===== config.mk =====
export PLATFORM = sky130hd
export DESIGN_NAME = sansv_front
export DESIGN_NICKNAME = d
export VERILOG_FILES = /design/src/rtl/core/sansv_pkg.sv /design/src/rtl/core/sansv_front.sv
export SDC_FILE = /design/constraint.sdc
export NUM_CORES = 1
export LEC_CHECK = 0
export BUFFER_PORTS_ARGS = -buffer_cell sky130_fd_sc_hd__buf_2
export CORE_AREA = 8 8 84 86
export CTS_CLUSTER_SIZE = 25
export DETAILED_ROUTE_END_ITERATION = 8
export DIE_AREA = 0 0 92 94
export PLACE_DENSITY_LB_ADDON = 0.1
export SETUP_SLACK_MARGIN = 0.4
export SYNTH_ARGS = -nofsm -noshare
export SYNTH_HDL_FRONTEND = slang
export SYNTH_SLANG_ARGS = --single-unit

===== constraint.sdc =====
create_clock -name clk -period 1.58 [get_ports clk]
set_input_delay 0.079 -clock clk [delete_from_list [all_inputs] [get_ports clk]]
set_output_delay 0.079 -clock clk [all_outputs]
set_load 0.02 [all_outputs]

===== src/rtl/core/sansv_pkg.sv =====
package sansv_pkg;

  localparam int POS_W    = 12;
  localparam int POS_SPAN = 4096;

  typedef logic [POS_W-1:0] pos_t;

  typedef enum logic {
    CMD_FEED,
    CMD_READ
  } cmd_kind_t;

  typedef struct packed {
    cmd_kind_t kind;
    pos_t      pos;
    logic      last;
  } cmd_t;

  typedef enum logic [1:0] {
    ST_IDLE,
    ST_SCAN,
    ST_FLUSH,
    ST_RDWAIT
  } eng_state_t;

endpackage


===== src/rtl/core/sansv_front.sv =====
module sansv_front
  import sansv_pkg::*;
(
  input  logic clk,
  input  logic rst_n,
  input  logic in_valid,
  output logic in_ready,
  input  logic in_mode,
  input  pos_t in_sa_entry,
  input  logic in_is_last,
  input  pos_t in_read_position,
  output logic cmd_valid,
  input  logic cmd_ready,
  output cmd_t cmd
);

  cmd_t       slot_r [2];
  cmd_t       incoming;
  logic       wr_ptr_r, wr_ptr_nxt;
  logic       rd_ptr_r, rd_ptr_nxt;
  logic [1:0] fill_r, fill_nxt;
  logic       push, pop;

  // classify the incoming word
  always_comb begin
    incoming.kind = in_mode ? CMD_READ : CMD_FEED;
    incoming.pos  = in_mode ? in_read_position : in_sa_entry;
    incoming.last = in_is_last & ~in_mode;
  end

  assign in_ready  = (fill_r != 2'd2);
  assign cmd_valid = (fill_r != 2'd0);
  assign cmd       = slot_r[rd_ptr_r];
  assign push      = in_valid && in_ready;
  assign pop       = cmd_valid && cmd_ready;

  always_comb begin
    wr_ptr_nxt = push ? ~wr_ptr_r : wr_ptr_r;
    rd_ptr_nxt = pop ? ~rd_ptr_r : rd_ptr_r;
    fill_nxt   = fill_r;
    if (push && !pop) begin
      fill_nxt = fill_r + 2'd1;
    end else if (pop && !push) begin
      fill_nxt = fill_r - 2'd1;
    end
  end

  always_ff @(posedge clk) begin
    if (!rst_n) begin
      wr_ptr_r <= 1'b0;
      rd_ptr_r <= 1'b0;
      fill_r   <= 2'd0;
    end else begin
      wr_ptr_r <= wr_ptr_nxt;
      rd_ptr_r <= rd_ptr_nxt;
      fill_r   <= fill_nxt;
    end
  end

  always_ff @(posedge clk) begin
    if (push) begin
      slot_r[wr_ptr_r] <= incoming;
    end
  end

endmodule


==> qor.csv <==
metric,value,unit
synth_xor_area_frac,0.0189,
num_io_pins,46,
synth_area_per_cell,17.2,um^2
grt_max_degree,16,
synth_top_family_by_area,multiplexers,
worstPathArrival,1.62,ns
start_util,0.242,
viasPerCell,4.02,
irDropWorstVdd,0.696,mV
path_clk_slew,0.07,ns
cts_buffers,5,
worst_pin_slew,0.388,ns
synth_cell_type_count,20,
cp.required,1.79,ns
reg2reg_from,fill_r[0]$_SDFFE_PN0P_,
synth-adder-area-share,0.00898,
place_hpwl,2.11,mm
core_area,5750,um^2
diodes,0,
via_count,856,
slew_headroom,0.741,
cts-htree-levels,2,
total_power,3250,uW
end_kind,flip-flop,
overflow,0,
die_area,8650,um^2
synth_area_leaders,"edfxtp_1 (60%), mux2_2 (21%), dfxtp_1 (7.2%), and2_1 (1.8%), xnor2_1 (1.3%)",
clk_path_buf_depth,2,
cts_root_buf,clkbuf_8,
fin_crit_sh,0.893,
synth_area,1390,um^2
portBuffers,45,
die_h,94,um
maxSlewViolCount,0,
use_met3,0.0336,
wire_per_inst,14.0,um
grt_pass1_wl,4.82,mm
grt_busiest_layer,met2,
skew,0.00383,ns
yosys.area.top_type,edfxtp_1,
instances_no_fill,213,
hp-start,rst_n,
clk_latency,0.27,ns
drt_iter0_markers,47,
antenna_found_initial,0,
nets,168,
rsz0062_at_grt,true,
setup_viol,0,
area_growth,47.6,%
drtAntennaViolNets,0,
p_leak,0.000820,uW
synth.area.mux_share,0.210,
fmax,708,MHz
synth.top_cell.area_share,0.604,
startpoint,fill_r[0]$_SDFFE_PN0P_,
use_met2,0.129,
power_density,1580,nW/um^2
routed_wl,2.98,mm
fp.dieW,92,um
synth_simple_gate_area_frac,0.0512,
holdPathEnd,rd_ptr_r$_SDFFE_PN0P_,
drt-pass1-iter-count,3,
worst_hold_path.num_cells,2,
cts_tree,yes,
cts.sinks,33,
drive_above_1_share,0.688,
critPathMaxFanout,4,
synth_nets,112,
reg2reg_depth,6,
synth_compound_area_frac,0.0252,
ys_warn_count,0,
fin_crit,1.41,ns
grt_pass1_vias,1028,
grt_util_all_layers,0.0725,
critPathLaunchType,flip-flop,
min-delay-path-class,in2reg,
num_rows,28,
synth_seq_cells,33,
drc,0,
drv_cap,0,
r2r_end,fill_r[1]$_SDFFE_PN0P_,
yosysSeqAreaShare,0.676,
netlist_instances,81,
path_class,reg2reg,
n_fill_cell,576,
gp_congestion,0.635,
dp_cells,201,
gr-usage-met1,0.0717,
setup_tns,0,ns
outcome,finished clean,
reg2reg_slack,0.17,ns
finalHoldViolCount,0,
[stage by stage]
stage	worst slack, ns	hold slack [ns]	area [um^2]	utilization
finish	0.169	0.0729	2060	0.358
global route	0.100	0.0794	2060	0.358
CTS	0.149	0.0636	2030	0.353
detailed placement	0.106	0.360	1730	0.302
global placement	0.173	0.349	1730	0.302
floorplan	0.183	0.178	1410	-
[routing by layer]
metal  wire [um]  share of wire
met5           0              0
met4          19         0.0064
met3         188          0.063
met2        1590           0.54
met1        1170           0.39
[kinds of logic after synthesis]
kind of cell / count (synthesis)
compound gates: 5
flops: 33
fa+ha+maj: 1
simple gates: 10
buf+inv: 3
xor+xnor: 3
mux: 26
[critical path, stage by stage (launching register included)]
cell	delay, ns
dfxtp_4	0.35
nand2b_4	0.14
and2_4	0.14
ha_4	0.15
xor2_1	0.14
or3_1	0.31
a21boi_1	0.12
[state kept, by name, summed over array words and instances (netlist names), named ones only]
name      cells
slot_r       28
wr_ptr_r      1
rd_ptr_r      1
fill_r        2
[cell type report]
class                   count  area, um^2  share of cell area
inverters                   1        8.76             0.00426
well taps                  75        93.8              0.0456
repair buffers             51         379               0.184
clock inverters             1        30.0              0.0146
clock buffers               7        86.3              0.0420
flip-flops and latches     33         947               0.461
multi-input cells          45         510               0.248
[synthesized netlist by cell type]
cell      instances
or2_2             1
a21bo_2           1
xnor2_1           2
inv_1             1
a21boi_0          1
buf_2             2
xor2_1            1
mux2_2           26
nand3b_1          1
a21boi_1          1
nand2b_4          1
or3_1             1
and2_1            4
edfxtp_1         28
and3_1            1
nor2b_1           1
dfxtp_1           5
o21ai_0           1
ha_1              1
o21ai_1           1
[repair_timing]
action                     CTS  global route
gates resized for setup     50             4
pin swaps                    1             3
hold buffers                 0             0
setup endpoints to repair   45            46
hold endpoints to repair     0             0
buffers inserted             2             2
[layout by cell type (no fill, tap or decap), drive strengths merged, types with 2 or more instances in the layout]
cell type and count:
clkbuf 7, xnor2 2, mux2 26, buf 51, o21ai 2, edfxtp 28, dfxtp 5, and2 4
a21boi 2
[worst max path at each step]
stage,to,slack [ns]
after global placement,fill_r[1]$_SDFFE_PN0P_,0.17
after floorplan,fill_r[1]$_SDFFE_PN0P_,0.18
after global routing,fill_r[1]$_SDFFE_PN0P_,0.10
final,fill_r[1]$_SDFFE_PN0P_,0.17
after CTS,fill_r[1]$_SDFFE_PN0P_,0.15
after detailed placement,fill_r[1]$_SDFFE_PN0P_,0.11
[where the power goes]
group / switching [uW] / internal [uW]
clock network: 282 / 514
registers: 64.9 / 1120
logic: 559 / 708
(Power assumes the default switching activity.)
